$ cat src/gcw_pkg.sv
// ----------------------------------------------------------------------------
// gcw_pkg: shared types and constants of the grid line cell walker
// Register map, configuration bundle, default sizes and the walk limit.
// ----------------------------------------------------------------------------
package gcw_pkg;

    localparam int CFG_W             = 16;
    localparam int CFG_IDX_W         = 3;
    localparam int GRID_CELLS_DEF    = 16;
    localparam int POSITION_BITS_DEF = 16;
    localparam int QUEUE_DEPTH_DEF   = 2;
    localparam int MAX_CELLS         = 46;
    localparam int CELL_W            = 4;

    localparam logic [CFG_IDX_W-1:0] REG_CELL_SIZE_X = 3'd0;
    localparam logic [CFG_IDX_W-1:0] REG_CELL_SIZE_Y = 3'd1;
    localparam logic [CFG_IDX_W-1:0] REG_CELL_SIZE_C = 3'd2;
    localparam logic [CFG_IDX_W-1:0] REG_EXTENT_X    = 3'd3;
    localparam logic [CFG_IDX_W-1:0] REG_EXTENT_Y    = 3'd4;
    localparam logic [CFG_IDX_W-1:0] REG_EXTENT_C    = 3'd5;

    typedef struct packed {
        logic [2:0][CFG_W-1:0] cell_size;
        logic [2:0][CFG_W-1:0] extent;
    } gcw_cfg_t;

    function automatic logic [CFG_W-1:0] gcw_size(input logic [CFG_W-1:0] v);
        gcw_size = (v == '0) ? CFG_W'(1) : v;
    endfunction

endpackage

$ cat src/grid_line_cell_walker.sv
// ----------------------------------------------------------------------------
// grid_line_cell_walker: 3-D grid cell walk of a clipped segment
// Emits every grid cell a box-relative segment crosses, marking the last one.
//
// Usage: write cell sizes and box extents on the cfg port while idle. Send a
// segment on the s_ channel; inside_box 0 is taken and dropped. Cells come
// out in walk order on the m_ channel, last_cell high on the final one.
// Intake: accept, then six bit-serial divisions (one quotient bit per cycle)
// for start and end indices, then queue the job. A two-entry job queue lets
// intake of the next segment overlap the walk of the current one.
// Walk: a check and an emit for the end cell; for every other cell a check,
// three axis candidates (each a boundary step, a cross-product step and a
// compare step) and an emit. The walk sets the throughput for long segments.
// Reset clears both state machines, the queue and the output valid flag;
// configuration returns to size 1.0 and extent 16.0 per axis.
// A stalled receiver holds the current cell in the output register; the
// walker stops at its next cell and intake keeps filling the queue.
// ----------------------------------------------------------------------------
module grid_line_cell_walker #(
    parameter int GRID_CELLS    = gcw_pkg::GRID_CELLS_DEF,
    parameter int POSITION_BITS = gcw_pkg::POSITION_BITS_DEF,
    parameter int QUEUE_DEPTH   = gcw_pkg::QUEUE_DEPTH_DEF
) (
    input  logic                          aclk,
    input  logic                          aresetn,
    input  logic                          cfg_wen,
    input  logic [gcw_pkg::CFG_IDX_W-1:0] cfg_index,
    input  logic [gcw_pkg::CFG_W-1:0]     cfg_wdata,
    input  logic                          s_valid,
    output logic                          s_ready,
    input  logic                          s_inside_box,
    input  logic [POSITION_BITS-1:0]      s_begin_x,
    input  logic [POSITION_BITS-1:0]      s_begin_y,
    input  logic [POSITION_BITS-1:0]      s_begin_c,
    input  logic [POSITION_BITS-1:0]      s_finish_x,
    input  logic [POSITION_BITS-1:0]      s_finish_y,
    input  logic [POSITION_BITS-1:0]      s_finish_c,
    output logic                          m_valid,
    input  logic                          m_ready,
    output logic [gcw_pkg::CELL_W-1:0]    m_cell_x,
    output logic [gcw_pkg::CELL_W-1:0]    m_cell_y,
    output logic [gcw_pkg::CELL_W-1:0]    m_cell_c,
    output logic                          m_last_cell
);
    import gcw_pkg::*;

    localparam int JOB_W = 3 * (2 * POSITION_BITS + 1 + 2 * $clog2(GRID_CELLS));

    gcw_cfg_t         cfg_reg;
    logic             fq_valid;
    logic             fq_ready;
    logic [JOB_W-1:0] fq_data;
    logic             qb_valid;
    logic             qb_ready;
    logic [JOB_W-1:0] qb_data;

    always_ff @(posedge aclk) begin
        if (!aresetn) begin
            cfg_reg.cell_size <= {3{CFG_W'(256)}};
            cfg_reg.extent    <= {3{CFG_W'(4096)}};
        end else if (cfg_wen) begin
            case (cfg_index)
                REG_CELL_SIZE_X: cfg_reg.cell_size[0] <= cfg_wdata;
                REG_CELL_SIZE_Y: cfg_reg.cell_size[1] <= cfg_wdata;
                REG_CELL_SIZE_C: cfg_reg.cell_size[2] <= cfg_wdata;
                REG_EXTENT_X:    cfg_reg.extent[0]    <= cfg_wdata;
                REG_EXTENT_Y:    cfg_reg.extent[1]    <= cfg_wdata;
                REG_EXTENT_C:    cfg_reg.extent[2]    <= cfg_wdata;
                default: begin
                end
            endcase
        end
    end

    gcw_front #(
        .GRID_CELLS   (GRID_CELLS),
        .POSITION_BITS(POSITION_BITS),
        .JOB_W        (JOB_W)
    ) u_front (
        .aclk        (aclk),
        .aresetn     (aresetn),
        .cfg         (cfg_reg),
        .s_valid     (s_valid),
        .s_ready     (s_ready),
        .s_inside_box(s_inside_box),
        .s_begin_x   (s_begin_x),
        .s_begin_y   (s_begin_y),
        .s_begin_c   (s_begin_c),
        .s_finish_x  (s_finish_x),
        .s_finish_y  (s_finish_y),
        .s_finish_c  (s_finish_c),
        .job_valid   (fq_valid),
        .job_ready   (fq_ready),
        .job_data    (fq_data)
    );

    gcw_queue #(
        .WIDTH(JOB_W),
        .DEPTH(QUEUE_DEPTH)
    ) u_queue (
        .aclk     (aclk),
        .aresetn  (aresetn),
        .in_valid (fq_valid),
        .in_ready (fq_ready),
        .in_data  (fq_data),
        .out_valid(qb_valid),
        .out_ready(qb_ready),
        .out_data (qb_data)
    );

    gcw_back #(
        .GRID_CELLS   (GRID_CELLS),
        .POSITION_BITS(POSITION_BITS),
        .JOB_W        (JOB_W)
    ) u_back (
        .aclk       (aclk),
        .aresetn    (aresetn),
        .cfg        (cfg_reg),
        .job_valid  (qb_valid),
        .job_ready  (qb_ready),
        .job_data   (qb_data),
        .m_valid    (m_valid),
        .m_ready    (m_ready),
        .m_cell_x   (m_cell_x),
        .m_cell_y   (m_cell_y),
        .m_cell_c   (m_cell_c),
        .m_last_cell(m_last_cell)
    );

endmodule

$ cat src/gcw_front.sv
// ----------------------------------------------------------------------------
// gcw_front: segment intake and cell indexing
// Accepts a segment, runs six bit-serial divisions for the start and end cell
// indices, and hands a walk job to the queue.
// ----------------------------------------------------------------------------
module gcw_front #(
    parameter int GRID_CELLS    = gcw_pkg::GRID_CELLS_DEF,
    parameter int POSITION_BITS = gcw_pkg::POSITION_BITS_DEF,
    parameter int JOB_W         = 3 * (2 * POSITION_BITS + 1 + 2 * $clog2(GRID_CELLS))
) (
    input  logic                     aclk,
    input  logic                     aresetn,
    input  gcw_pkg::gcw_cfg_t        cfg,
    input  logic                     s_valid,
    output logic                     s_ready,
    input  logic                     s_inside_box,
    input  logic [POSITION_BITS-1:0] s_begin_x,
    input  logic [POSITION_BITS-1:0] s_begin_y,
    input  logic [POSITION_BITS-1:0] s_begin_c,
    input  logic [POSITION_BITS-1:0] s_finish_x,
    input  logic [POSITION_BITS-1:0] s_finish_y,
    input  logic [POSITION_BITS-1:0] s_finish_c,
    output logic                     job_valid,
    input  logic                     job_ready,
    output logic [JOB_W-1:0]         job_data
);
    import gcw_pkg::*;

    localparam int PB = POSITION_BITS;
    localparam int IW = $clog2(GRID_CELLS);
    localparam int RW = CFG_W + 1;
    localparam int CW = $clog2(PB);
    localparam int AW = ((PB > CFG_W) ? PB : CFG_W) + 2;

    localparam logic [1:0] ST_IDLE = 2'd0;
    localparam logic [1:0] ST_DIV  = 2'd1;
    localparam logic [1:0] ST_PUSH = 2'd2;

    logic [1:0]        state_reg;
    logic [1:0]        axis_reg;
    logic              fin_reg;
    logic [CW-1:0]     cnt_reg;
    logic [PB-1:0]     dvd_reg;
    logic [PB-1:0]     opnd_reg;
    logic [PB-1:0]     quo_reg;
    logic [RW-1:0]     rem_reg;
    logic [PB-1:0]     ops_reg   [5];
    logic [2:0]        eq_reg;
    logic [PB-1:0]     start_reg [3];
    logic [PB:0]       delta_reg [3];
    logic [IW-1:0]     sidx_reg  [3];
    logic [IW-1:0]     eidx_reg  [3];

    logic [CFG_W-1:0]  size_cur;
    logic [CFG_W-1:0]  ext_cur;
    logic [RW-1:0]     rem_sh;
    logic              ge;
    logic [RW-1:0]     rem_next;
    logic [PB-1:0]     quo_next;
    logic [PB-1:0]     prod;
    logic [AW-1:0]     lhs;
    logic [AW-1:0]     rhs;
    logic [PB-1:0]     q_adj;
    logic [IW-1:0]     idx;

    assign s_ready   = (state_reg == ST_IDLE);
    assign job_valid = (state_reg == ST_PUSH);

    always_comb begin
        size_cur = gcw_size(cfg.cell_size[axis_reg]);
        ext_cur  = cfg.extent[axis_reg];
        rem_sh   = {rem_reg[RW-2:0], dvd_reg[PB-1]};
        ge       = (rem_sh >= RW'(size_cur));
        rem_next = ge ? (rem_sh - RW'(size_cur)) : rem_sh;
        quo_next = {quo_reg[PB-2:0], ge};
        prod     = opnd_reg - PB'(rem_next);
        lhs      = (AW'(prod) << 1) + AW'(size_cur);
        rhs      = AW'({ext_cur, 1'b0});
        q_adj    = ((lhs > rhs) && (quo_next != '0)) ? (quo_next - PB'(1)) : quo_next;
        idx      = (q_adj > PB'(GRID_CELLS - 1)) ? IW'(GRID_CELLS - 1) : IW'(q_adj);
    end

    always_comb begin
        job_data = '0;
        for (int i = 0; i < 3; i++) begin
            job_data[i * PB +: PB] = start_reg[i];
            job_data[3 * PB + i * (PB + 1) +: PB + 1] = delta_reg[i];
            job_data[3 * (2 * PB + 1) + i * IW +: IW] = sidx_reg[i];
            job_data[3 * (2 * PB + 1 + IW) + i * IW +: IW] = eidx_reg[i];
        end
    end

    always_ff @(posedge aclk) begin
        if (!aresetn) begin
            state_reg <= ST_IDLE;
            axis_reg  <= '0;
            fin_reg   <= 1'b0;
            cnt_reg   <= '0;
        end else begin
            case (state_reg)
                ST_IDLE: begin
                    if (s_valid && s_inside_box) begin
                        state_reg    <= ST_DIV;
                        axis_reg     <= '0;
                        fin_reg      <= 1'b0;
                        cnt_reg      <= CW'(PB - 1);
                        rem_reg      <= '0;
                        quo_reg      <= '0;
                        dvd_reg      <= s_begin_x;
                        opnd_reg     <= s_begin_x;
                        ops_reg[0]   <= s_begin_y;
                        ops_reg[1]   <= s_begin_c;
                        ops_reg[2]   <= s_finish_x;
                        ops_reg[3]   <= s_finish_y;
                        ops_reg[4]   <= s_finish_c;
                        start_reg[0] <= s_begin_x;
                        start_reg[1] <= s_begin_y;
                        start_reg[2] <= s_begin_c;
                        delta_reg[0] <= {1'b0, s_finish_x} - {1'b0, s_begin_x};
                        delta_reg[1] <= {1'b0, s_finish_y} - {1'b0, s_begin_y};
                        delta_reg[2] <= {1'b0, s_finish_c} - {1'b0, s_begin_c};
                        eq_reg       <= {s_begin_c == s_finish_c, s_begin_y == s_finish_y,
                                         s_begin_x == s_finish_x};
                    end
                end
                ST_DIV: begin
                    if (cnt_reg != '0) begin
                        rem_reg <= rem_next;
                        quo_reg <= quo_next;
                        dvd_reg <= dvd_reg << 1;
                        cnt_reg <= cnt_reg - CW'(1);
                    end else begin
                        if (!fin_reg) begin
                            sidx_reg[axis_reg] <= idx;
                        end else begin
                            eidx_reg[axis_reg] <= eq_reg[axis_reg] ? sidx_reg[axis_reg] : idx;
                        end
                        if (fin_reg && axis_reg == 2'd2) begin
                            state_reg <= ST_PUSH;
                        end else begin
                            axis_reg <= (axis_reg == 2'd2) ? 2'd0 : axis_reg + 2'd1;
                            fin_reg  <= fin_reg | (axis_reg == 2'd2);
                            cnt_reg  <= CW'(PB - 1);
                            rem_reg  <= '0;
                            quo_reg  <= '0;
                            dvd_reg  <= ops_reg[0];
                            opnd_reg <= ops_reg[0];
                            for (int i = 0; i < 4; i++) begin
                                ops_reg[i] <= ops_reg[i + 1];
                            end
                        end
                    end
                end
                ST_PUSH: begin
                    if (job_ready) begin
                        state_reg <= ST_IDLE;
                    end
                end
                default: begin
                    state_reg <= ST_IDLE;
                end
            endcase
        end
    end

endmodule

$ cat src/gcw_queue.sv
// ----------------------------------------------------------------------------
// gcw_queue: job queue between intake and walker
// Small register FIFO that lets either side stall on its own.
// ----------------------------------------------------------------------------
module gcw_queue #(
    parameter int WIDTH = 8,
    parameter int DEPTH = gcw_pkg::QUEUE_DEPTH_DEF
) (
    input  logic             aclk,
    input  logic             aresetn,
    input  logic             in_valid,
    output logic             in_ready,
    input  logic [WIDTH-1:0] in_data,
    output logic             out_valid,
    input  logic             out_ready,
    output logic [WIDTH-1:0] out_data
);
    import gcw_pkg::*;

    localparam int PW = (DEPTH > 1) ? $clog2(DEPTH) : 1;
    localparam int NW = $clog2(DEPTH + 1);

    logic [WIDTH-1:0] mem_reg [DEPTH];
    logic [PW-1:0]    wr_reg;
    logic [PW-1:0]    rd_reg;
    logic [NW-1:0]    num_reg;
    logic             push;
    logic             pop;

    assign in_ready  = (num_reg != NW'(DEPTH));
    assign out_valid = (num_reg != '0);
    assign out_data  = mem_reg[rd_reg];
    assign push      = in_valid && in_ready;
    assign pop       = out_valid && out_ready;

    always_ff @(posedge aclk) begin
        if (push) begin
            mem_reg[wr_reg] <= in_data;
        end
    end

    always_ff @(posedge aclk) begin
        if (!aresetn) begin
            wr_reg  <= '0;
            rd_reg  <= '0;
            num_reg <= '0;
        end else begin
            if (push) begin
                wr_reg <= (wr_reg == PW'(DEPTH - 1)) ? '0 : wr_reg + PW'(1);
            end
            if (pop) begin
                rd_reg <= (rd_reg == PW'(DEPTH - 1)) ? '0 : rd_reg + PW'(1);
            end
            num_reg <= num_reg + NW'(push) - NW'(pop);
        end
    end

endmodule

$ cat src/gcw_back.sv
// ----------------------------------------------------------------------------
// gcw_back: cell walker
// Steps from the start cell toward the end cell, one axis crossing at a time,
// picking the earliest crossing by exact cross-multiplied comparison.
// ----------------------------------------------------------------------------
module gcw_back #(
    parameter int GRID_CELLS    = gcw_pkg::GRID_CELLS_DEF,
    parameter int POSITION_BITS = gcw_pkg::POSITION_BITS_DEF,
    parameter int JOB_W         = 3 * (2 * POSITION_BITS + 1 + 2 * $clog2(GRID_CELLS))
) (
    input  logic                      aclk,
    input  logic                      aresetn,
    input  gcw_pkg::gcw_cfg_t         cfg,
    input  logic                      job_valid,
    output logic                      job_ready,
    input  logic [JOB_W-1:0]          job_data,
    output logic                      m_valid,
    input  logic                      m_ready,
    output logic [gcw_pkg::CELL_W-1:0] m_cell_x,
    output logic [gcw_pkg::CELL_W-1:0] m_cell_y,
    output logic [gcw_pkg::CELL_W-1:0] m_cell_c,
    output logic                      m_last_cell
);
    import gcw_pkg::*;

    localparam int PB   = POSITION_BITS;
    localparam int IW   = $clog2(GRID_CELLS);
    localparam int BW   = IW + 1 + CFG_W;
    localparam int NW   = ((BW > PB) ? BW : PB) + 1;
    localparam int PW   = NW + PB + 1;
    localparam int CNTW = $clog2(MAX_CELLS + 1);

    localparam logic [2:0] ST_IDLE  = 3'd0;
    localparam logic [2:0] ST_CHECK = 3'd1;
    localparam logic [2:0] ST_CAND  = 3'd2;
    localparam logic [2:0] ST_MUL   = 3'd3;
    localparam logic [2:0] ST_CMP   = 3'd4;
    localparam logic [2:0] ST_EMIT  = 3'd5;

    logic [2:0]           state_reg;
    logic [IW-1:0]        cur_reg   [3];
    logic [IW-1:0]        end_reg   [3];
    logic [PB-1:0]        start_reg [3];
    logic [PB:0]          delta_reg [3];
    logic [CNTW-1:0]      cnt_reg;
    logic [1:0]           axis_reg;
    logic [1:0]           best_reg;
    logic                 best_ok_reg;
    logic                 up_reg;
    logic signed [NW-1:0] pn_reg;
    logic [PB-1:0]        pd_reg;
    logic signed [NW-1:0] n_reg;
    logic [PB-1:0]        d_reg;
    logic                 ok_reg;
    logic                 fwd_reg;
    logic signed [PW-1:0] p1_reg;
    logic signed [PW-1:0] p2_reg;
    logic                 last_reg;
    logic                 m_valid_reg;
    logic [CELL_W-1:0]    cx_reg;
    logic [CELL_W-1:0]    cy_reg;
    logic [CELL_W-1:0]    cc_reg;
    logic                 ml_reg;

    logic [IW-1:0]        ca;
    logic [IW-1:0]        ea;
    logic [PB:0]          da;
    logic [IW:0]          mulf;
    logic [BW-1:0]        bnd;
    logic signed [NW-1:0] nraw;
    logic                 fwd;
    logic                 take;
    logic                 new_ok;
    logic                 at_end;
    logic                 out_free;

    assign job_ready   = (state_reg == ST_IDLE);
    assign m_valid     = m_valid_reg;
    assign m_cell_x    = cx_reg;
    assign m_cell_y    = cy_reg;
    assign m_cell_c    = cc_reg;
    assign m_last_cell = ml_reg;
    assign out_free    = !m_valid_reg || m_ready;

    always_comb begin
        ca     = cur_reg[axis_reg];
        ea     = end_reg[axis_reg];
        da     = delta_reg[axis_reg];
        fwd    = (ca < ea);
        mulf   = fwd ? ((IW + 1)'(ca) + (IW + 1)'(1)) : (IW + 1)'(ca);
        bnd    = BW'(mulf) * BW'(gcw_size(cfg.cell_size[axis_reg]));
        nraw   = $signed(NW'(bnd)) - $signed(NW'(start_reg[axis_reg]));
        take   = ok_reg && (p1_reg < p2_reg);
        new_ok = best_ok_reg || take;
        at_end = (cur_reg[0] == end_reg[0]) && (cur_reg[1] == end_reg[1]) &&
                 (cur_reg[2] == end_reg[2]);
    end

    always_ff @(posedge aclk) begin
        if (!aresetn) begin
            state_reg   <= ST_IDLE;
            m_valid_reg <= 1'b0;
            cnt_reg     <= '0;
            axis_reg    <= '0;
            best_reg    <= '0;
            best_ok_reg <= 1'b0;
            last_reg    <= 1'b0;
        end else begin
            if (state_reg == ST_EMIT && out_free) begin
                m_valid_reg <= 1'b1;
            end else if (m_ready) begin
                m_valid_reg <= 1'b0;
            end
            case (state_reg)
                ST_IDLE: begin
                    if (job_valid) begin
                        for (int i = 0; i < 3; i++) begin
                            start_reg[i] <= job_data[i * PB +: PB];
                            delta_reg[i] <= job_data[3 * PB + i * (PB + 1) +: PB + 1];
                            cur_reg[i]   <= job_data[3 * (2 * PB + 1) + i * IW +: IW];
                            end_reg[i]   <= job_data[3 * (2 * PB + 1 + IW) + i * IW +: IW];
                        end
                        cnt_reg   <= '0;
                        state_reg <= ST_CHECK;
                    end
                end
                ST_CHECK: begin
                    if (at_end) begin
                        last_reg  <= 1'b1;
                        state_reg <= ST_EMIT;
                    end else begin
                        axis_reg    <= '0;
                        best_ok_reg <= 1'b0;
                        pn_reg      <= NW'(1);
                        pd_reg      <= PB'(1);
                        state_reg   <= ST_CAND;
                    end
                end
                ST_CAND: begin
                    n_reg     <= da[PB] ? -nraw : nraw;
                    d_reg     <= PB'(da[PB] ? -da : da);
                    ok_reg    <= (ca != ea) && (da != '0);
                    fwd_reg   <= fwd;
                    state_reg <= ST_MUL;
                end
                ST_MUL: begin
                    p1_reg    <= PW'(n_reg) * $signed(PW'(pd_reg));
                    p2_reg    <= PW'(pn_reg) * $signed(PW'(d_reg));
                    state_reg <= ST_CMP;
                end
                ST_CMP: begin
                    if (take) begin
                        pn_reg      <= n_reg;
                        pd_reg      <= d_reg;
                        best_reg    <= axis_reg;
                        best_ok_reg <= 1'b1;
                        up_reg      <= fwd_reg;
                    end
                    if (axis_reg == 2'd2) begin
                        last_reg  <= !new_ok || (cnt_reg >= CNTW'(MAX_CELLS - 1));
                        state_reg <= ST_EMIT;
                    end else begin
                        axis_reg  <= axis_reg + 2'd1;
                        state_reg <= ST_CAND;
                    end
                end
                ST_EMIT: begin
                    if (out_free) begin
                        cx_reg      <= CELL_W'(cur_reg[0]);
                        cy_reg      <= CELL_W'(cur_reg[1]);
                        cc_reg      <= CELL_W'(cur_reg[2]);
                        ml_reg      <= last_reg;
                        cnt_reg     <= cnt_reg + CNTW'(1);
                        if (last_reg) begin
                            last_reg  <= 1'b0;
                            state_reg <= ST_IDLE;
                        end else begin
                            for (int i = 0; i < 3; i++) begin
                                if (best_reg == 2'(i)) begin
                                    cur_reg[i] <= up_reg ? cur_reg[i] + IW'(1)
                                                         : cur_reg[i] - IW'(1);
                                end
                            end
                            state_reg <= ST_CHECK;
                        end
                    end
                end
                default: begin
                    state_reg <= ST_IDLE;
                end
            endcase
        end
    end

endmodule

$ cat config.mk
export PLATFORM = sky130hd
export DESIGN_NAME = grid_line_cell_walker
export DESIGN_NICKNAME = d
export VERILOG_FILES = /design/src/gcw_pkg.sv /design/src/grid_line_cell_walker.sv /design/src/gcw_front.sv /design/src/gcw_queue.sv /design/src/gcw_back.sv
export SDC_FILE = /design/constraint.sdc
export NUM_CORES = 2
export LEC_CHECK = 0
export BUFFER_PORTS_ARGS = -buffer_cell sky130_fd_sc_hd__buf_2
export CORE_MARGIN = 8
export CORE_UTILIZATION = 70
export CTS_BUF_LIST = sky130_fd_sc_hd__clkbuf_16
export CTS_CLUSTER_SIZE = 20
export DETAILED_ROUTE_END_ITERATION = 10
export GPL_TIMING_DRIVEN = 0
export PLACE_DENSITY_LB_ADDON = 0.25
export SKIP_LAST_GASP = 1
export SLEW_MARGIN = 20
export SYNTH_ARGS = -nofsm -noshare
export SYNTH_HDL_FRONTEND = slang
export SYNTH_SLANG_ARGS = --single-unit
$ cat constraint.sdc
create_clock -name aclk -period 14.5 [get_ports aclk]
set_input_delay 0 -clock aclk [delete_from_list [all_inputs] [get_ports aclk]]
set_output_delay 0 -clock aclk [all_outputs]
set_load 0.05 [all_outputs]
# After elaboration in Yosys (flattened, before gate mapping)
# Memory sizes are Yosys's and may differ from the RTL's. A register that Yosys moved wholly into a read port is not among the register bits.
# Cells that the tools add are included.
dict set report totals {
  ff_bits 361
  ram_bits 572
  output_inout_bits 15
  elab_cells 325
  mem_count 10
}
dict set report classes {
  add_sub_neg 25
  n_mul 3
  order_cmp 8
  eq_ne 37
  mux 143
  bitwise_logic 8
  n_reduce_logical 53
}
# name depth word_bits read_ports rd_ports_with_merged_regs wr line
set memory_table {}
lappend memory_table {u_queue.mem_reg 2 123 1 1 1 gcw_queue.sv:23} ;# logic [WIDTH-1:0] mem_reg [DEPTH];
lappend memory_table {u_front.ops_reg 5 16 5 0 5 gcw_front.sv:47} ;# logic [PB-1:0] ops_reg [5];
lappend memory_table {u_back.delta_reg 3 17 1 1 3 gcw_back.sv:44} ;# logic [PB:0] delta_reg [3];
lappend memory_table {u_front.delta_reg 3 17 3 0 3 gcw_front.sv:50} ;# logic [PB:0] delta_reg [3];
lappend memory_table {u_back.start_reg 3 16 1 1 3 gcw_back.sv:43} ;# logic [PB-1:0] start_reg [3];
lappend memory_table {u_front.start_reg 3 16 3 0 3 gcw_front.sv:49} ;# logic [PB-1:0] start_reg [3];
lappend memory_table {{+4 memories} -- -- -- -- -- --}
# cell n
set op_table {}
lappend op_table {{$mux W16} 21}
lappend op_table {{$pmux W16 S2} 4}
lappend op_table {{$bmux W16 S2} 3}
lappend op_table {{$mul A22 B17 Y39} 2}
lappend op_table {{$mux W22} 3}
lappend op_table {{$mux W1} 59}
lappend op_table {{$sub A16 B16 Y17} 3}
lappend op_table {{$eq A16 B16 Y1} 3}
lappend op_table {{$mux W15} 3}
lappend op_table {{$mux W4} 11}
lappend op_table {{$pmux W22 S2} 1}
lappend op_table {{$mux W2} 20}
lappend op_table {{$lt A39 B39 Y1} 1}
lappend op_table {{$logic_not A16 Y1} 2}
lappend op_table {{$sub A16 B16 Y16} 2}
lappend op_table {{$pmux W15 S2} 1}
lappend op_table {{$neg A22 Y22} 1}
lappend op_table {{$sub A21 B16 Y22} 1}
lappend op_table {{$mul A5 B16 Y21} 1}
lappend op_table {{$reduce_and A3 Y1} 7}
lappend op_table {{$reduce_and A2 Y1} 10}
lappend op_table {{$reduce_and A4 Y1} 5}
lappend op_table {{$add A17 B16 Y18} 1}
lappend op_table {{$gt A18 B17 Y1} 1}
lappend op_table {{other kinds (48)} 111}

# Depth between registers and ports, before layout
dict set report depth {
  ltp_word 14
  depth_mapped 47
  depth_no_buf 43
}

# By module
# Synthesis repeated with hierarchy kept, for this count alone.
dict set report unflattened {
  cells_unflattened 6526
  area_unflattened_um2 71522.3
}
# mod n_inst cells_each area_per_inst_um2
set by_module_without_submodules {}
lappend by_module_without_submodules {gcw_back 1 4294 42393.2}
lappend by_module_without_submodules {gcw_front 1 1483 16181.8}
lappend by_module_without_submodules {gcw_queue 1 412 9427.8}
lappend by_module_without_submodules {grid_line_cell_walker 1 337 3519.6}

# Least setup slack after synthesis
# Ideal clock, no wire load.
dict set report synth_timing {
  kind {register -> register}
  from {reg u_front.axis_reg[1]}
  to {mem u_front.eidx_reg[0][3] (netlist bit), data pin}
  setup_time_ps 290
  t_arrival_ps 9191
  required_time_ps 14210
  path_slack_ps 5019
  stages_incl_launch_ff 44
  path_cell_list {dfxtp_1 buf_1 clkbuf_1 o22ai_1 nor4_1 nand4_1 o221ai_1 ha_1 nor2b_1 o21ai_1 a31oi_1 o31a_1 nand2b_4 buf_6 clkbuf_1 clkbuf_1 nand2_1 o21ai_0 (+8 left out) ha_1 a21oi_1 o21ai_0 a21oi_1 o21bai_1 a21oi_1 o21bai_1 xnor2_1 ha_1 nand4_1 or4_1 o21ai_0 o31ai_4 a21o_1 a2111oi_2 and4_1 buf_4 a31oi_1}
}
dict set report synth_via {
  elab_chain_cells 14
  word_cells_on_any_way 21
  classes_between {add/sub: 4; order compare: 3; mux: 11; reduce/logical: 3}
}
# item line
set synth_rtl {}
lappend synth_rtl {{from (decl)} gcw_front.sv:40} ;# logic [1:0] axis_reg;
lappend synth_rtl {{from (signal assigned)} gcw_front.sv:141} ;# axis_reg <= (axis_reg == 2'd2) ? 2'd0 : axis_reg + 2'd1;
lappend synth_rtl {{$bmux W16 S2} gcw_front.sv:70} ;# size_cur = gcw_size(cfg.cell_size[axis_reg]);
lappend synth_rtl {{$mux W16 (not written as such)} gcw_front.sv:70}
lappend synth_rtl {{$logic_not A16 Y1} gcw_pkg.sv:28} ;# gcw_size = (v == '0) ? CFG_W'(1) : v;
lappend synth_rtl {{$mux W16} gcw_pkg.sv:28}
lappend synth_rtl {{$sub A16 B16 Y16 / $ge A17 B16 Y1 (equally long branches)} {gcw_front.sv:74, gcw_front.sv:73}}
lappend synth_rtl {{$mux W16} gcw_front.sv:74} ;# rem_next = ge ? (rem_sh - RW'(size_cur)) : rem_sh;
lappend synth_rtl {{$sub A16 B16 Y16} gcw_front.sv:76} ;# prod = opnd_reg - PB'(rem_next);
lappend synth_rtl {{$add A17 B16 Y18} gcw_front.sv:77} ;# lhs = (AW'(prod) << 1) + AW'(size_cur);
lappend synth_rtl {{$gt A18 B17 Y1} gcw_front.sv:79} ;# q_adj = ((lhs > rhs) && (quo_next != '0)) ? (quo_next - PB'(1)) : quo_next;
lappend synth_rtl {{$logic_and A1 B1 Y1} gcw_front.sv:79}
lappend synth_rtl {{$mux W16} gcw_front.sv:79}
lappend synth_rtl {{$gt A16 B4 Y1} gcw_front.sv:80} ;# idx = (q_adj > PB'(GRID_CELLS - 1)) ? IW'(GRID_CELLS - 1) : IW'(q_adj);
lappend synth_rtl {{$mux W4} gcw_front.sv:80}
lappend synth_rtl {{$mux W4 (*)} gcw_front.sv:136} ;# eidx_reg[axis_reg] <= eq_reg[axis_reg] ? sidx_reg[axis_reg] : idx;
lappend synth_rtl {{to (decl)} gcw_front.sv:52} ;# logic [IW-1:0] eidx_reg [3];
# Every way passes the cells marked *; elsewhere a longest branch is shown, timed or not. The select of a mux whose other input is x is not followed.

# Worst setup path after layout
dict set report layout_timing {
  from {reg u_front.axis_reg[1]}
  to {mem u_front.eidx_reg[0][0] (netlist bit), data pin}
}
# The elaborated chain is that of the path after synthesis.

==> impl_metrics.csv <==
group,metric,value,unit
logic_synthesis,synth.top_cell.area_share,34.9,%
die,coreArea,99400,sq um
logic_synthesis,syn-cell-area,69800,sq um
setup_path,cpPeakStageDelay,0.77,ns
global_routing,grt_first_pass_wirelength,295,mm
global_routing,use_met2,57.9,%
global_routing,grt_overflow,0,
logic_synthesis,ys_ff_latch,942,
logic_synthesis,synth_cell_types,80,
setup_path,worstPathArrival,13.03,ns
setup_path,crit_path_top_delay_cell,"buf_1",
finish,fill_cells,6093,
finish,final_cell_mix,"inv_1, nand2_1, edfxtp_1",
cts,clockBufferDepth,3,
die,fp.dieH,332,um
timing,finalSetupViolations,0,
die,initial_utilization,70.2,%
die,die_area,110000,sq um
cts,cts_tree,"yes",
timing,grt_setup_unrepaired,"false",
global_routing,grt_max_degree,78,
cts,cts-root-buf,"clkbuf_16",
detailed_routing,drtAntennaViolNets,0,
finish,mostFrequentLayoutCell,"inv_1",
detailed_routing,drc,0,
cts,htree_levels,3,
timing,slew_headroom,27.3,%
logic_synthesis,synth_flop_cell,"edfxtp_1",
setup_path,end_kind,"register",
min_path,worst_hold_path_type,"in2reg",
detailed_routing,post_drt_wl_per_cell,23.6,um
detailed_routing,vias,49500,
timing,fin_crit_sh,87.4,%
logic_synthesis,ys_warn_count,0,
timing,clock_skew,0.0527,ns
logic_synthesis,yosysSeqAreaShare,38.7,%
timing,tightestPinTransition,1.08,ns
place,gp_congestion,0.976,
setup_path,startpoint_type,"register",
cts,cts_setup_buffers,0,
global_routing,use_met3,5.87,%
setup_path,path_class,"reg2reg",
global_routing,busiest_layer,"met2",
global_routing,met1_usage,41.1,%
die,rows,116,
timing,fmax,78.9,MHz
cts,ctsHoldBuffers,127,
die,die_w,332,um
logic_synthesis,synth_top_area_cell,"edfxtp_1",
logic_synthesis,mappedNetlistNets,7633,
logic_synthesis,synthArstFlopShare,0,%
detailed_routing,dr.pass1.iters,6,
timing,hold_viol_final,0,
cts,clkSlewWorstSetupHoldPaths,0.06,ns
place,dp_hpwl,143,mm
timing,setup_tns,0,ns
logic_synthesis,synthCells,6356,
logic_synthesis,synth-edff-count,812,
finish,area_growth,10.3,%
timing,drv_slew,0,
detailed_routing,drt-initial-drc-count,4876,
setup_path,cp_max_fo,10,
detailed_routing,totalWireLength,192,mm
logic_synthesis,synth.avg_cell_area,11.0,sq um
logic_synthesis,synth.area.top_cells,"edfxtp_1, fa_1, ha_1",
cts,clock_sinks,942,
finish,largest_reg_flops,246,
die,io_pins,136,
outcome,status,"finished, final reports clean",
cts,cts-resized-gates,0,
finish,drive_above_1_share,7.69,%
cts,clock_latency,0.70,ns
run,max-cap-violations,0,
cts,numCtsBuffers,92,
place,port_buffers,135,
global_routing,grt_use_total,34.7,%
setup_path,ff2ff_setup_slack,1.82,ns
global_routing,antenna_found_initial,6,
finish,nets,8015,
setup_path,crit_required,14.85,ns
detailed_routing,vias_per_cell,6.10,
global_routing,grt_pass1_vias,52000,
timing,fin_crit,12.68,ns
==> synthesized netlist by cell type (4+ instances only) <==
cell,instances
inv_1,1020
nand2_1,888
edfxtp_1,812
fa_1,765
ha_1,391
and2_1,371
a21oi_1,275
nor2_1,217
clkbuf_1,205
mux2_2,180
xnor2_1,173
o21ai_0,151
dfxtp_1,130
mux2i_1,119
a21o_1,86
xor2_1,55
nor2b_1,47
nand3_1,44
nand2b_1,41
nor3_1,36
o21bai_1,30
nand4_1,29
a31oi_1,23
buf_1,22
a21boi_0,19
o22ai_1,19
o21a_1,16
or3_1,15
and3_1,14
or2_2,14
nor3b_1,11
nor4_1,10
or4_1,10
and4_1,8
nand3b_1,8
o31ai_1,8
a211oi_1,7
a311oi_1,7
a211o_1,6
o31a_1,6
a31o_2,4
mux4_2,4
o21ai_1,4
==> final cells by class <==
class	count	area, sq um	area share [%]
well taps	1298	1620	2.11
inverters	1021	3840	4.99
clock inverters	77	612	0.795
flip-flops and latches	942	27000	35.1
multi-input cells	4164	38200	49.6
diodes	3	7.51	0.00975
clock buffers	94	2350	3.06
plain buffers	229	871	1.13
repair buffers	288	2500	3.25
==> routing by layer <==
metal | part of all wire (%) | routed length, um | vias up
met1 | 35 | 66400 | 24200
met3 | 8.9 | 17000 | 880
met2 | 48 | 92000 | 3031
met5 | 0 | 0 | -
li1 | - | - | 21400
met4 | 8.6 | 16600 | 0
==> worst paths after layout <==
check / startpoint / end / cells after the start
worst min-delay path: s_finish_c[4] / u_front.ops_reg[1][4] / 2
worst max-delay path: u_front.axis_reg[1] / u_front.eidx_reg[0][0] / 46
worst max register to register: u_front.axis_reg[1] / u_front.eidx_reg[0][0] / 46
worst min register to register: u_back.fwd_reg / u_back.up_reg / 0
==> metrics by stage <==
stage          std cells  setup WS (ns)  hold slack (ns)  cell area, sq um  utilization (%)
5_1_grt             8116           1.37           0.0424             77000             77.4
4_1_cts             8113           2.22          0.00661             76900             77.4
3_5_place_dp        7815           2.36            0.202             72700             73.1
3_3_place_gp        7789           2.56            0.202             72100             72.5
6_report            8116           1.82           0.0464             77000             77.4
2_1_floorplan       6356           5.02           0.0989             69800                -
==> kinds of logic (layout without fill, tap and decap cells) <==
family	Yosys count	in the layout	share of synthesized area, %
buf+inv	1250	1709	6.74
flops	942	942	38.7
mux	305	305	4.79
compound gates	700	700	6.06
xor+xnor	228	228	2.86
fa+ha+maj	1159	1159	29.0
simple gates	1772	1772	11.9
other cells	0	3	0
==> critical path: cells and delay by family, from the launching register on <==
kind / cells / cell delay [ns]
buf+inv: 7 / 2.32
flops: 1 / 0.37
fa+ha+maj: 4 / 1.30
xor+xnor: 2 / 0.48
compound gates: 23 / 5.80
simple gates: 10 / 2.03
Power is not shown: default switching activity piles up to over one toggle a cycle in this logic, so the estimate is an artifact.
